===== src/rtl/ppxdc_pkg.sv =====
// Shared constants, the response payload type and the text ROM for the packet decrypt-check block.
package ppxdc_pkg;

   localparam int unsigned BYTE_WIDTH   = 8;
   localparam int unsigned FIELD_LENGTH_WIDTH = 16;

   localparam logic [31:0] KEY_MULT = 32'h6765_7268;
   localparam logic [7:0]  BYTE_INV = 8'hFF;
   localparam logic [7:0]  X2_LIMIT = 8'd220;
   localparam logic [7:0]  M1_MIN   = 8'd10;
   localparam int unsigned MIN_CHECK_LENGTH = 7;
   localparam int unsigned PLAIN_POS_FOUR   = 4;
   localparam int unsigned PLAIN_POS_SIX    = 6;
   localparam int unsigned CHECK_LAST_POS   = 3;

   typedef struct packed {
      logic [BYTE_WIDTH-1:0] byte_out;
      logic                  last_byte;
      logic                  packet_ok;
   } rsp_payload_type;

   // Text table used both as key salt and as the reference for the check byte
   localparam logic [7:0] TEXT_ROM [0:255] = '{
      8'h41,8'h73,8'h20,8'h70,8'h61,8'h72,8'h74,8'h20,
      8'h6F,8'h66,8'h20,8'h74,8'h68,8'h69,8'h73,8'h20,
      8'h73,8'h6F,8'h66,8'h74,8'h77,8'h61,8'h72,8'h65,
      8'h20,8'h62,8'h65,8'h74,8'h61,8'h20,8'h76,8'h65,
      8'h72,8'h73,8'h69,8'h6F,8'h6E,8'h20,8'h4D,8'h69,
      8'h72,8'h61,8'h62,8'h69,8'h6C,8'h69,8'h73,8'h20,
      8'h69,8'h73,8'h20,
      8'h67,8'h72,8'h61,8'h6E,8'h74,8'h69,8'h6E,8'h67,
      8'h20,8'h61,8'h20,8'h6C,8'h69,8'h6D,8'h69,8'h74,
      8'h65,8'h64,8'h20,8'h61,8'h63,8'h63,8'h65,8'h73,
      8'h73,8'h20,8'h74,8'h6F,8'h20,8'h74,8'h68,8'h65,
      8'h20,8'h49,8'h43,8'h51,8'h20,8'h6E,8'h65,8'h74,
      8'h77,8'h6F,8'h72,8'h6B,8'h2C,8'h20,
      8'h73,8'h65,8'h72,8'h76,8'h65,8'h72,8'h73,8'h2C,
      8'h20,8'h64,8'h69,8'h72,8'h65,8'h63,8'h74,8'h6F,
      8'h72,8'h69,8'h65,8'h73,8'h2C,8'h20,8'h6C,8'h69,
      8'h73,8'h74,8'h69,8'h6E,8'h67,8'h73,8'h2C,8'h20,
      8'h69,8'h6E,8'h66,8'h6F,8'h72,8'h6D,8'h61,8'h74,
      8'h69,8'h6F,8'h6E,8'h20,8'h61,8'h6E,8'h64,8'h20,
      8'h64,8'h61,8'h74,8'h61,8'h62,8'h61,8'h73,8'h65,
      8'h73,8'h20,8'h28,8'h22,
      8'h49,8'h43,8'h51,8'h20,8'h53,8'h65,8'h72,8'h76,
      8'h69,8'h63,8'h65,8'h73,8'h20,8'h61,8'h6E,8'h64,
      8'h20,8'h49,8'h6E,8'h66,8'h6F,8'h72,8'h6D,8'h61,
      8'h74,8'h69,8'h6F,8'h6E,8'h22,8'h29,8'h2E,8'h20,
      8'h54,8'h68,8'h65,8'h20,
      8'h49,8'h43,8'h51,8'h20,8'h53,8'h65,8'h72,8'h76,
      8'h69,8'h63,8'h65,8'h20,8'h61,8'h6E,8'h64,8'h20,
      8'h49,8'h6E,8'h66,8'h6F,8'h72,8'h6D,8'h61,8'h74,
      8'h69,8'h6F,8'h6E,8'h20,8'h6D,8'h61,8'h79,8'h20,
      8'h64,8'h61,8'h74,8'h61,8'h62,8'h61,8'h73,8'h65,
      8'h73,8'h20,8'h28,8'h22,
      8'h49,8'h43,8'h51,8'h20,8'h53,8'h65,8'h72,8'h76,
      8'h69,8'h63,8'h65,8'h73,8'h20,8'h61,8'h6E,8'h64,
      8'h20,8'h49,8'h6E
   };

endpackage


===== src/rtl/ppxdc_if.sv =====
// Valid/ready channel interfaces for the request and response sides.
interface ppxdc_req_if
   import ppxdc_pkg::*;
   ();
   logic                          valid;
   logic                          ready;
   logic [BYTE_WIDTH-1:0]         byte_in;
   logic [FIELD_LENGTH_WIDTH-1:0] packet_length;

   modport source (output valid, output byte_in, output packet_length, input ready);
   modport sink   (input valid, input byte_in, input packet_length, output ready);
endinterface

interface ppxdc_rsp_if
   import ppxdc_pkg::*;
   ();
   logic                  valid;
   logic                  ready;
   logic [BYTE_WIDTH-1:0] byte_out;
   logic                  last_byte;
   logic                  packet_ok;

   modport source (output valid, output byte_out, output last_byte, output packet_ok,
                   input ready);
   modport sink   (input valid, input byte_out, input last_byte, input packet_ok,
                   output ready);
endinterface


===== src/rtl/peer_packet_xor_decrypt_check_top.sv =====
// Streaming packet decrypt-and-check block: one request byte in, one decrypted byte out.
//
// Packets enter one byte per request, from offset zero; the length field is sampled on the
// first byte only and masked to LENGTH_BITS. Bytes 0..3 pass unchanged and form the
// little-endian check word; the key is 0x67657268 * length + check. Each aligned word below
// (length+3)/4 is XORed with key + ROM[word offset], lowest byte first. Every request gives
// exactly one response, carrying the decrypted byte, a last-byte flag and,
// on the last byte, the pass/fail verdict of the marker and ROM checks (always fail below
// seven bytes). The block takes one request every clock while the skid stage is empty: each
// byte passes once through the key add, ROM lookup and compares between the request edge and
// the response register. A skid stage behind the response register takes one more request
// while the response side stalls; ready drops only when both stages hold a response.
module peer_packet_xor_decrypt_check_top
   import ppxdc_pkg::*;
#(
   parameter int unsigned LENGTH_BITS = 16
) (
   input  logic          clock,
   input  logic          reset,
   ppxdc_req_if.sink     req_if,
   ppxdc_rsp_if.source   rsp_if
);

   localparam int unsigned LB = LENGTH_BITS;

   // Packet state
   logic [LB-1:0]   pos_ff, pos_in;
   logic [LB-1:0]   len_ff, len_in;
   logic [31:0]     check_ff, check_in;
   logic [31:0]     key_ff, key_in;
   logic [7:0]      plain4_ff, plain4_in;
   logic [31:0]     mixed_ff, mixed_in;
   logic [7:0]      marker_ff, marker_in;
   logic            marker_seen_ff, marker_seen_in;

   // Response register and skid stage
   rsp_payload_type out_ff, out_in;
   rsp_payload_type skid_ff, skid_in;
   logic            out_valid_ff, out_valid_in;
   logic            skid_valid_ff, skid_valid_in;

   logic            accept;
   logic            take;
   logic [LB-1:0]   len_cur;
   logic            first_byte;
   logic [LB-1:0]   word_pos;
   logic [LB:0]     len_plus3;
   logic [LB-2:0]   quarter_len;
   logic            in_crypt;
   logic [31:0]     hex_word;
   logic [7:0]      hex_byte;
   logic [7:0]      res_byte;
   logic            last;
   logic [7:0]      m1;
   logic [7:0]      x2;
   logic            rom_ok;
   logic            packet_ok;
   rsp_payload_type new_rsp;

   assign accept = req_if.valid && req_if.ready;
   assign take   = rsp_if.valid && rsp_if.ready;
   assign req_if.ready = !skid_valid_ff;

   // Pick the length: sampled on the first byte, held afterwards
   assign first_byte = (pos_ff == '0);
   assign len_cur    = first_byte ? req_if.packet_length[LB-1:0] : len_ff;

   // Decide whether this byte lies in an encrypted word and build its key byte
   assign word_pos    = {pos_ff[LB-1:2], 2'b00};
   assign len_plus3   = {1'b0, len_cur} + (LB+1)'(3);
   assign quarter_len = len_plus3[LB:2];
   assign in_crypt    = (pos_ff[LB-1:2] != '0) && (word_pos < {1'b0, quarter_len});
   assign hex_word    = key_ff + {24'h0, TEXT_ROM[word_pos[7:0]]};

   always_comb begin
      unique case (pos_ff[1:0])
         2'd0: hex_byte = hex_word[7:0];
         2'd1: hex_byte = hex_word[15:8];
         2'd2: hex_byte = hex_word[23:16];
         default: hex_byte = hex_word[31:24];
      endcase
   end

   assign res_byte = in_crypt ? (req_if.byte_in ^ hex_byte) : req_if.byte_in;
   assign last     = ({1'b0, pos_ff} + (LB+1)'(1)) >= {1'b0, len_cur};

   // Advance the packet state
   always_comb begin
      len_in         = len_ff;
      check_in       = check_ff;
      key_in         = key_ff;
      plain4_in      = plain4_ff;
      mixed_in       = mixed_ff;
      marker_in      = marker_ff;
      marker_seen_in = marker_seen_ff;

      if (first_byte) begin
         len_in         = len_cur;
         plain4_in      = '0;
         mixed_in       = '0;
         marker_in      = '0;
         marker_seen_in = 1'b0;
      end

      // Collect the check word; the length product is staged ahead of the key add
      unique case (pos_ff)
         LB'(0): begin
            check_in = {24'h0, req_if.byte_in};
            key_in   = 32'(KEY_MULT * {{(32-LB){1'b0}}, len_cur});
         end
         LB'(1): check_in = {check_ff[31:16], req_if.byte_in, check_ff[7:0]};
         LB'(2): check_in = {check_ff[31:24], req_if.byte_in, check_ff[15:0]};
         LB'(CHECK_LAST_POS): begin
            check_in = {req_if.byte_in, check_ff[23:0]};
            key_in   = key_ff + {req_if.byte_in, check_ff[23:0]};
         end
         default: ;
      endcase

      if (pos_ff == LB'(PLAIN_POS_FOUR)) begin
         plain4_in = res_byte;
      end
      if (pos_ff == LB'(PLAIN_POS_SIX)) begin
         mixed_in = {plain4_ff, res_byte, plain4_ff, res_byte} ^ check_ff;
      end
      if ((pos_ff > LB'(PLAIN_POS_SIX)) && (pos_ff == LB'(mixed_ff[31:24]))) begin
         marker_in      = res_byte;
         marker_seen_in = 1'b1;
      end

      pos_in = last ? '0 : LB'({1'b0, pos_ff} + (LB+1)'(1));
   end

   // Verify the packet on its last byte
   assign m1     = mixed_ff[31:24];
   assign x2     = mixed_ff[15:8];
   assign rom_ok = (x2 >= X2_LIMIT) || ((TEXT_ROM[x2] ^ BYTE_INV) == mixed_ff[7:0]);
   assign packet_ok = last && (len_cur >= LB'(MIN_CHECK_LENGTH)) && (m1 >= M1_MIN) &&
                      (LB'(m1) < len_cur) && marker_seen_in &&
                      ((marker_in ^ BYTE_INV) == mixed_ff[23:16]) && rom_ok;

   assign new_rsp = '{byte_out: res_byte, last_byte: last, packet_ok: packet_ok};

   // Steer responses through the output register and skid stage
   always_comb begin
      out_in        = out_ff;
      out_valid_in  = out_valid_ff;
      skid_in       = skid_ff;
      skid_valid_in = skid_valid_ff;
      priority if (!out_valid_ff || take) begin
         if (skid_valid_ff) begin
            out_in        = skid_ff;
            out_valid_in  = 1'b1;
            skid_valid_in = 1'b0;
         end else begin
            out_in       = new_rsp;
            out_valid_in = accept;
         end
      end else if (accept) begin
         skid_in       = new_rsp;
         skid_valid_in = 1'b1;
      end else begin
         // Hold both stages while the response side stalls
      end
   end

   // Control registers
   always_ff @(posedge clock) begin
      if (reset) begin
         pos_ff         <= '0;
         len_ff         <= '0;
         check_ff       <= '0;
         key_ff         <= '0;
         plain4_ff      <= '0;
         mixed_ff       <= '0;
         marker_ff      <= '0;
         marker_seen_ff <= 1'b0;
         out_valid_ff   <= 1'b0;
         skid_valid_ff  <= 1'b0;
      end else begin
         if (accept) begin
            pos_ff         <= pos_in;
            len_ff         <= len_in;
            check_ff       <= check_in;
            key_ff         <= key_in;
            plain4_ff      <= plain4_in;
            mixed_ff       <= mixed_in;
            marker_ff      <= marker_in;
            marker_seen_ff <= marker_seen_in;
         end
         out_valid_ff  <= out_valid_in;
         skid_valid_ff <= skid_valid_in;
      end
   end

   // Response payload registers
   always_ff @(posedge clock) begin
      out_ff  <= out_in;
      skid_ff <= skid_in;
   end

   assign rsp_if.valid     = out_valid_ff;
   assign rsp_if.byte_out  = out_ff.byte_out;
   assign rsp_if.last_byte = out_ff.last_byte;
   assign rsp_if.packet_ok = out_ff.packet_ok;

   // The skid stage only fills behind a held response
   a_skid_behind_out : assert property (@(posedge clock) disable iff (reset)
      skid_valid_ff |-> out_valid_ff)
      else $error("skid stage holds a request with the output register empty");

   // A stalled response plus a new request must land in the skid stage
   a_skid_fill : assert property (@(posedge clock) disable iff (reset)
      (out_valid_ff && !rsp_if.ready && accept) |=> skid_valid_ff)
      else $error("request lost while the response side stalled");

   // A verdict is only given on the last byte
   a_ok_on_last : assert property (@(posedge clock) disable iff (reset)
      (out_valid_ff && out_ff.packet_ok) |-> out_ff.last_byte)
      else $error("packet verdict raised on a byte other than the last");

   // The last byte returns the position to the packet start
   a_wrap_on_last : assert property (@(posedge clock) disable iff (reset)
      (accept && last) |=> (pos_ff == '0))
      else $error("byte position did not return to zero after the last byte");

endmodule


===== src/flat_wrapper.sv =====
// flat-port wrapper written by rule: the top's interface ports become plain ports
module peer_packet_xor_decrypt_check_top_flat import ppxdc_pkg::*;
#(
   parameter int unsigned LENGTH_BITS = 16
)
  (clock, reset, req_if_valid, req_if_byte_in, req_if_packet_length, req_if_ready, rsp_if_valid, rsp_if_byte_out, rsp_if_last_byte, rsp_if_packet_ok, rsp_if_ready);
  ppxdc_req_if req_if_i ();
  ppxdc_rsp_if rsp_if_i ();
  input  logic clock;
  input  logic reset;
  input wire logic [$bits(req_if_i.valid)-1:0] req_if_valid;
  input wire logic [$bits(req_if_i.byte_in)-1:0] req_if_byte_in;
  input wire logic [$bits(req_if_i.packet_length)-1:0] req_if_packet_length;
  output wire logic [$bits(req_if_i.ready)-1:0] req_if_ready;
  output wire logic [$bits(rsp_if_i.valid)-1:0] rsp_if_valid;
  output wire logic [$bits(rsp_if_i.byte_out)-1:0] rsp_if_byte_out;
  output wire logic [$bits(rsp_if_i.last_byte)-1:0] rsp_if_last_byte;
  output wire logic [$bits(rsp_if_i.packet_ok)-1:0] rsp_if_packet_ok;
  input wire logic [$bits(rsp_if_i.ready)-1:0] rsp_if_ready;
  assign req_if_i.valid = req_if_valid;
  assign req_if_i.byte_in = req_if_byte_in;
  assign req_if_i.packet_length = req_if_packet_length;
  assign req_if_ready = req_if_i.ready;
  assign rsp_if_valid = rsp_if_i.valid;
  assign rsp_if_byte_out = rsp_if_i.byte_out;
  assign rsp_if_last_byte = rsp_if_i.last_byte;
  assign rsp_if_packet_ok = rsp_if_i.packet_ok;
  assign rsp_if_i.ready = rsp_if_ready;
  peer_packet_xor_decrypt_check_top #(.LENGTH_BITS(LENGTH_BITS)) u_core (.clock(clock), .reset(reset), .req_if(req_if_i), .rsp_if(rsp_if_i));
endmodule

===== config.mk =====
export PLATFORM = sky130hd
export DESIGN_NAME = peer_packet_xor_decrypt_check_top_flat
export DESIGN_NICKNAME = d
export VERILOG_FILES = /design/src/rtl/ppxdc_pkg.sv /design/src/rtl/ppxdc_if.sv /design/src/rtl/peer_packet_xor_decrypt_check_top.sv /design/src/flat_wrapper.sv
export SDC_FILE = /design/constraint.sdc
export NUM_CORES = 1
export LEC_CHECK = 0
export ABC_AREA = 1
export BUFFER_PORTS_ARGS = -buffer_cell sky130_fd_sc_hd__buf_4
export CORE_AREA = 2 2 286 288
export CTS_BUF_LIST = sky130_fd_sc_hd__clkbuf_16
export DETAILED_ROUTE_END_ITERATION = 6
export DIE_AREA = 0 0 288 290
export GPL_ROUTABILITY_DRIVEN = 0
export HOLD_SLACK_MARGIN = 0.15
export PLACE_DENSITY_LB_ADDON = 0.1
export SYNTH_ARGS = -nofsm -noshare
export SYNTH_HDL_FRONTEND = slang
export SYNTH_SLANG_ARGS = --single-unit
export TNS_END_PERCENT = 1

===== constraint.sdc =====
create_clock -name clock -period 18.3 [get_ports clock]
set_clock_uncertainty 0.1 [all_clocks]
set_input_delay 0.915 -clock clock [delete_from_list [all_inputs] [get_ports clock]]
set_output_delay 0.915 -clock clock [all_outputs]
set_load 0.02 [all_outputs]

Word-level counts from Yosys, hierarchy flattened:

Memory sizes are Yosys's and may differ from the RTL's.
Cells that the tools add are included.

* add/subtract/negate cells: 4
* multiply operators: 1
* div/mod/pow operators: 0
* order comparisons: 9
* equality and inequality tests: 10
* shift operators: 0
* multiplexer cells: 20
* bitwise gates (word level): 10
* reductions and logical operators: 32

Operator list (number)
* case mux 32 bit (4 select lines): 1
* 2-to-1 mux 8 bit: 9
* 2-to-1 mux 32 bit: 2
* case mux 32 bit (2 select lines): 1
* adder 32 bit: 1
* adder 32 x 8 -> 32 bit: 1
* equality test 16 x 2 -> 1 bit, second input constant: 2
* equality test 16 x 3 -> 1 bit, second input constant: 2
* 2-to-1 mux 16 bit: 2
* XOR 32 bit: 1
* multiplier 28 x 16 -> 29 bit, first input constant: 1
* case mux 8 bit (3 select lines): 1
* >= comparator 9 bit, second input constant: 2
* inverter 8 -> 9 bit: 2
* adder 16 x 1 -> 17 bit, second input constant: 1
* adder 16 x 2 -> 17 bit, second input constant: 1
* >= comparator 17 x 16 -> 1 bit: 1
* equality test 16 x 1 -> 1 bit, second input constant: 1
* equality test 16 x 8 -> 1 bit: 1
* equality test 8 bit: 2
* >= comparator 16 x 3 -> 1 bit, second input constant: 1
* > comparator 16 x 3 -> 1 bit, second input constant: 1
* logical NOT 16 bit: 1
* less-than comparator 16 x 15 -> 1 bit: 1
* other kinds (20): 47

* register bits: 167
* latch bits: 0
* bits in writable memories: 0
* ROM bits: 4096
* bits of input ports: 28
* memories: 2

Memories
* (name not given): words 256, width 8, rd ports 1, clocked after memory_dff 0, wr ports 0, RTL line peer_packet_xor_decrypt_check_top.sv:137 `assign rom_ok = (x2 >= X2_LIMIT) || ((TEXT_ROM[x2] ^ BYTE_INV) == mixed_ff[7:0]);`
* (name not given): words 256, width 8, rd ports 1, clocked after memory_dff 0, wr ports 0, RTL line peer_packet_xor_decrypt_check_top.sv:73 `assign hex_word = key_ff + {24'h0, TEXT_ROM[word_pos[7:0]]};`

Logic depth before layout (Yosys ltp):

Gate-level depths: netlist (run 1).

* depth after elaboration: 14
* mapped depth: 40
* depth with buffers taken out: 37

Least setup slack after synthesis (run 1):

Ideal clock, no wire load.

* path kind: register to register
* start: register u_core.pos_ff[3]
* end: register u_core.key_ff[31]
* setup time: 0.110 ns
* arrival time: 7.331 ns
* path slack: 10.758 ns
* cell stages (with the launch flop): 38
* cells stage by stage: dfxtp_1 clkbuf_1 inv_1 ha_1 inv_1 nor2_1 nand3_1 inv_2 buf_6 buf_4 a21oi_1 inv_1 ha_1 inv_1 fa_1 inv_1 fa_1 fa_1 (+2 left out) fa_1 inv_1 ha_1 a21oi_1 o221ai_1 a21oi_1 nor3_1 nor2_1 inv_1 a21oi_1 inv_1 nand2_1 nand2_1 xnor2_1 nand2_1 nand3_1 nand3_1 inv_1

* word-level cells in the longest chain between the ends: 4

RTL lines
* from (decl): RTL line peer_packet_xor_decrypt_check_top.sv:27 `logic [LB-1:0] pos_ff, pos_in;`
* from (signal assigned): RTL line peer_packet_xor_decrypt_check_top.sv:182 `pos_ff <= pos_in;`
* logical NOT 16 bit: RTL line peer_packet_xor_decrypt_check_top.sv:65 `assign first_byte = (pos_ff == '0);`
* 2-to-1 mux 16 bit: RTL line peer_packet_xor_decrypt_check_top.sv:66 `assign len_cur = first_byte ? req_if.packet_length[LB-1:0] : len_ff;`
* via u_core.len_cur[5]: RTL line peer_packet_xor_decrypt_check_top.sv:44 `logic [LB-1:0] len_cur;`
* multiplier 28 x 16 -> 29 bit: RTL line peer_packet_xor_decrypt_check_top.sv:109 `key_in = 32'(KEY_MULT * {{(32-LB){1'b0}}, len_cur});`
* case mux 32 bit (2 select lines): RTL line peer_packet_xor_decrypt_check_top.sv:106 `unique case (pos_ff)`
* to (signal assigned): RTL line peer_packet_xor_decrypt_check_top.sv:185 `key_ff <= key_in;`
* to (decl): RTL line peer_packet_xor_decrypt_check_top.sv:30 `logic [31:0] key_ff, key_in;`

The timed path passes the listed nets, and every way through them passes these cells.
A chain may end at the register's enable or synchronous reset.

Worst setup path in the final report (run 1):

Ends and elaborated chain as after synthesis.

==> metrics.txt, run 1 <==
Slowest cell on crit path a21oi_1; status finished clean; Hold Violations, Final 0; syn avg cell area 6.93 um^2; Tmin final 8420 ps; Startpoint Class flop; HPWL Detailed 64.8 mm; Clock Path Buffers 2; Tot GR Track Use 0.188; fraction of registers with async set/reset 0; fin nets 3255; Die Ht 290 um; Final Max Slew Viols 0; Starting Density 0.250; CP Capture Type flop; CP dominant cell by count inv_1; total CTS buffers 17; #FFs+latches synth 167; Max stage delay on crit path 560 ps; Cells after Synth 2884; Via density 4.92; Netlist cell types 63; maxcap violations 0; Synth area leader dfxtp_1; Layout Area Growth over Synthesis 10.2%; drt pass-1 iters 7; die width 288 um; Wirelength per Cell 20.0 um; layout cell share with drive strength beyond 1 0.0539; worst path required time 18570 ps; yosys warns 0; Fmax 119 MHz; post-route ant nets 0; Setup Fix Bufs, Post-CTS 0; TritonCTS clock tree built; min-delay worst type flop to flop; DRC violations left 0; DRT Wirelength 79.0 mm; Worst EP arrival 8690 ps; Setup CP Type flop to flop; Least-Margin Pin Slew 1140 ps; Rel. slew slack 0.240; Tcrit/Tclk final 0.460; EDFF count, synth 20; IO Port Bufs 39; die footprint 83500 um^2; Post-Syn Nets 3256; register area share after synthesis 0.177; RSZ-0062 raised after global routing no; Root Buffer clkbuf_16; grt total ovfl 0; CTS clk-pin slew, worst paths 70 ps; initial antenna violation count 0; share of the synthesized area in the top cell type 0.147; post-CTS sizing 0; core footprint 80200 um^2; via count 19500; CTS Sinks 167; fill count 8951; Critical Path Fanout Max 20; r2r setup slk 9880 ps; synth top area cells dfxtp_1 15%, ha_1 14%, fa_1 12%; # H-tree levels 4; 1st-iter DRT viols 1583; Syn Std Cell Area 20000 um^2; final setup fails 0; most common flop cell mapped by yosys dfxtp_1; vias in the first global route 19100; # rows 104; first-pass GRT wire length 119 mm; largest net degree at the start of global routing 57; hold_buf cts 0; Clk Latency, worst-skew pair 480 ps; setup TNS 0 ps; n_diodes 0; num ports 40
==> worst max-delay path: cells and delay by family, from the launching register on <==
| family | cells | cell delay [ps] |
|---|---|---|
| adders and majority gates | 8 | 3750 |
| buffers and inverters | 10 | 1530 |
| AOI/OAI and AO/OA | 5 | 1370 |
| xor gates and xnor gates | 1 | 140 |
| and+or+nand+nor | 10 | 970 |
| DFF | 1 | 470 |
==> worst paths after layout <==
path	start	to	depth (start not counted)
setup / recovery	u_core.pos_ff[3]	u_core.key_ff[31]	34
hold / removal	u_core.len_ff[10]	u_core.len_ff[10]	2
setup reg to reg	u_core.pos_ff[3]	u_core.key_ff[31]	34
hold reg to reg	u_core.len_ff[10]	u_core.len_ff[10]	2
==> logic make-up after synthesis <==
logic type / synth area share
simple gates: 0.249
fa+ha+maj: 0.258
xor+xnor: 0.0394
compound gates: 0.171
buf+inv: 0.105
flops: 0.177
==> state kept, by name, summed over array words and instances (netlist names) <==
signal                   flops
u_core.skid_valid_ff         1
u_core.rsp_if.packet_ok      1
u_core.pos_ff               16
u_core.key_ff               32
u_core.marker_ff             8
u_core.marker_seen_ff        1
u_core.mixed_ff             32
u_core.len_ff               16
u_core.rsp_if.valid          1
u_core.rsp_if.last_byte      1
u_core.rsp_if.byte_out       8
u_core.skid_ff              10
u_core.plain4_ff             8
u_core.check_ff             32
==> cells in the mapped netlist, drive strengths merged (3+ instances only) <==
cell type	instances
nand2	599
inv	455
a21oi	273
ha	229
nand3	211
nor2	188
o21ai	177
dfxtp	147
fa	115
clkbuf	65
xor2	55
nor3	36
nand4	35
xnor2	35
a31oi	30
o211ai	29
or2	27
edfxtp	20
nand3b	19
buf	18
a211oi	13
o22ai	11
nor4	10
a21boi	9
o2111ai	9
clkinv	8
o21a	8
a221oi	7
o21bai	6
o221ai	6
o31ai	6
a22oi	4
and3	4
a21o	3
nor3b	3
==> layout make-up <==
cell class / instances / area (um^2) / share of cell area
flip-flops and latches: 167 / 3540 / 0.161
well taps: 1060 / 1330 / 0.0602
multi-input cells: 2171 / 14400 / 0.652
clock buffers: 17 / 425 / 0.0193
inverters: 463 / 1740 / 0.0788
clock inverters: 15 / 165 / 0.00749
repair buffers: 63 / 473 / 0.0215
==> per-stage QoR <==
| stage | cell area, um^2 | utilization | setup slack [ps] | instances | hold WS, ps |
|---|---|---|---|---|---|
| after floorplan | 20000 | - | 10760 | 2884 | 330 |
| after global placement | 21500 | 0.268 | 10000 | 3924 | 341 |
| after detailed placement | 21500 | 0.268 | 9950 | 3924 | 345 |
| after CTS | 22000 | 0.275 | 9920 | 3956 | 356 |
| after global routing | 22000 | 0.275 | 9320 | 3956 | 368 |
| final | 22000 | 0.275 | 9880 | 3956 | 354 |
==> cells in the final DEF, fill, tap and decap left out, types with 5 or more instances in the layout <==
master	n
o22ai_1	11
fa_1	115
nand4_1	35
buf_4	63
a211oi_1	13
nand2_2	6
clkinv_1	11
nor4_1	6
nor3_1	35
ha_1	229
inv_2	14
or2_2	20
o21ai_2	5
o31ai_1	6
nand2_1	590
o21a_1	8
nor2_1	183
xnor2_1	35
a221oi_1	7
o2111ai_1	9
o221ai_1	6
a21boi_0	6
or2_1	7
o211ai_1	29
a21oi_1	270
nand3_1	211
dfxtp_1	147
edfxtp_1	20
a31oi_1	30
o21bai_1	6
nand3b_1	19
xor2_1	55
o21ai_0	168
clkbuf_16	17
inv_1	441
inv_6	5
==> per-layer routing <==
layer,global-route usage,vias to the layer above,share of wire
li1,-,9549,-
met1,0.258,9281,0.47
met2,0.311,542,0.47
met3,0.0197,103,0.041
met4,0.0502,0,0.024
met5,0,-,0
Power of run 1 is left out: the tool's default activity adds up to more than one toggle a clock period on the data nets, which glitch-free logic cannot reach.
==> run 2: changes to the inputs <==
Clock period 18.3 ns to 7.4 ns, I/O delays scaled along.
==> run 2 against run 1 <==
The run now ends with DRC left. Final cell count increased by 2.0%. Cell area grew 3.2%. First-iteration DRC count down 13%. Critical path depth unchanged. Register-to-register slack got worse by 9300 ps. Count of clock-buffer cells in the layout is 2 higher. Die area unchanged. Global-route usage up 0.21 points. Critical path type unchanged. Critical endpoint is now u_core.key_ff[30].
==> metrics.txt, run 2 (same netlist as run 1, synthesis figures left out) <==
min-delay worst type input port to flop; Max stage delay on crit path 540 ps; RSZ-0062 raised after global routing no; Tmin final 6800 ps; Total Power 0.0127 W; Setup CP Type flop to flop; post-route ant nets 0; leading cell type in the layout, fill and taps excluded nand2_1; die width 288 um; Least-Margin Pin Slew 1110 ps; failing checks DRC; top flop regs u_core.check_ff: 32 flops, u_core.key_ff: 32 flops, u_core.mixed_ff: 32 flops; Wirelength per Cell 19.6 um; core footprint 80200 um^2; Static Leak 10.5 nW; n_diodes 0; Power Density 560 nW/um^2; Final Instance Area 22700 um^2; Layout Area Growth over Synthesis 13.7%; via count 19700; Critical Path Fanout Max 6; clock group share of total power 0.075; internal power 0.00562 W; Fmax 147 MHz; DRC violations left 1; # H-tree levels 4; # rows 104; Tcrit/Tclk final 0.918; CTS Sinks 167; TritonCTS clock tree built; initial antenna violation count 0; worst path required time 7710 ps; num ports 40; Hold Violations, Final 0; CP Capture Type flop; CP dominant cell by count nand2_1; IO Port Bufs 39; maxcap violations 0; Die Ht 290 um; Root Buffer clkbuf_16; layout cell share with drive strength beyond 1 0.0743; CTS clk-pin slew, worst paths 80 ps; Clock Path Buffers 2; Slowest cell on crit path fa_1; r2r setup slk 600 ps; Peak VDD IR 882 uV; Comb pwr share 0.834; grt total ovfl 0; largest net degree at the start of global routing 76; Final Max Slew Viols 0; Starting Density 0.250; fin nets 3335; total CTS buffers 17; HPWL Detailed 65.8 mm; most frequent cells in the layout 590 x nand2_1, 439 x inv_1, 265 x a21oi_1; Startpoint Class flop; first-pass GRT wire length 121 mm; Clk Latency, worst-skew pair 490 ps; Reg power frac 0.091; Worst EP arrival 7110 ps; final setup fails 0; Placed Area 21900 um^2; fill count 8921; drt pass-1 iters 7; Net Sw Frac 0.559; vias in the first global route 19700; die footprint 83500 um^2; sw power 0.00712 W; Via density 4.88; 1st-iter DRT viols 1380; status finished with violations; DRT Wirelength 79.2 mm; Rel. slew slack 0.260; setup TNS 0 ps; Tot GR Track Use 0.190
## run 2: cell count changes in the layout (fill, tap and decap cells not counted), sizes merged
cell | previous run | this run
clkinvlp | 0 | 1
clkinv | 15 | 11
buf | 63 | 118
dlygate4sd3 | 0 | 25
inv | 461 | 464
clkbuf | 17 | 19
bufinv | 2 | 0
## run 2: power by group through the flow
| stage | combinational (W) | sequential, W | clock [W] |
|---|---|---|---|
| 2_1_floorplan | 0.00741 | 0.00110 | 0 |
| 3_3_place_gp | 0.0107 | 0.00118 | 0 |
| 6_report | 0.0106 | 0.00116 | 0.000950 |
| 4_1_cts | 0.0108 | 0.00116 | 0.000985 |
| 3_5_place_dp | 0.0107 | 0.00118 | 0 |
| 5_1_grt | 0.0122 | 0.00117 | 0.00101 |
## run 2: worst paths after layout
check / start / cells after the start / to
worst min-delay path: reset / 2 / u_core.key_ff[7]
worst min register to register: u_core.len_ff[5] / 2 / u_core.len_ff[5]
worst max-delay path: u_core.pos_ff[2] / 34 / u_core.key_ff[30]
worst max register to register: u_core.pos_ff[2] / 34 / u_core.key_ff[30]
## run 2: critical path: cells and delay by family, from the launching register on
| kind | cells | cell delay, ps |
|---|---|---|
| adder cells (fa/ha/maj) | 8 | 3360 |
| AO/OA/AOI/OAI | 5 | 890 |
| AND/OR/NAND/NOR | 13 | 1370 |
| buffers and inverters | 8 | 660 |
| flip-flops | 1 | 310 |
## run 2: metal layers
layer | up-vias | track usage | share of wire
li1 | 9716 | - | -
met1 | 9365 | 0.252 | 0.46
met4 | 0 | 0.0578 | 0.027
met3 | 127 | 0.0184 | 0.033
met5 | - | 0 | 0
met2 | 493 | 0.324 | 0.48
## run 2: layout make-up
| type | instances | area, um^2 | share of cell area |
|---|---|---|---|
| Timing Repair Buffer | 143 | 1140 | 0.0500 |
| Sequential cell | 167 | 3540 | 0.156 |
| Clock inverter | 13 | 128 | 0.00561 |
| Multi-Input combinational cell | 2171 | 14400 | 0.633 |
| Clock buffer | 19 | 475 | 0.0209 |
| Tap cell | 1060 | 1330 | 0.0583 |
| Inverter | 463 | 1740 | 0.0764 |
## run 2: through the flow
step	utilization	hold WS, ps	instances	setup slack [ps]
finish	0.284	238	4036	605
global route	0.284	264	4036	10.7
CTS	0.283	210	4034	466
detailed placement	0.273	356	3977	492
global placement	0.273	351	3977	435
floorplan	-	330	2884	127
## run 2: timing repair
action,CTS,global route
resized for setup,0,6
endpoints found under the hold margin,43,0
endpoints found under the setup margin,0,2
hold buffers,25,0
buffers inserted,0,2
Note: power is estimated with default switching activity, not from simulation.
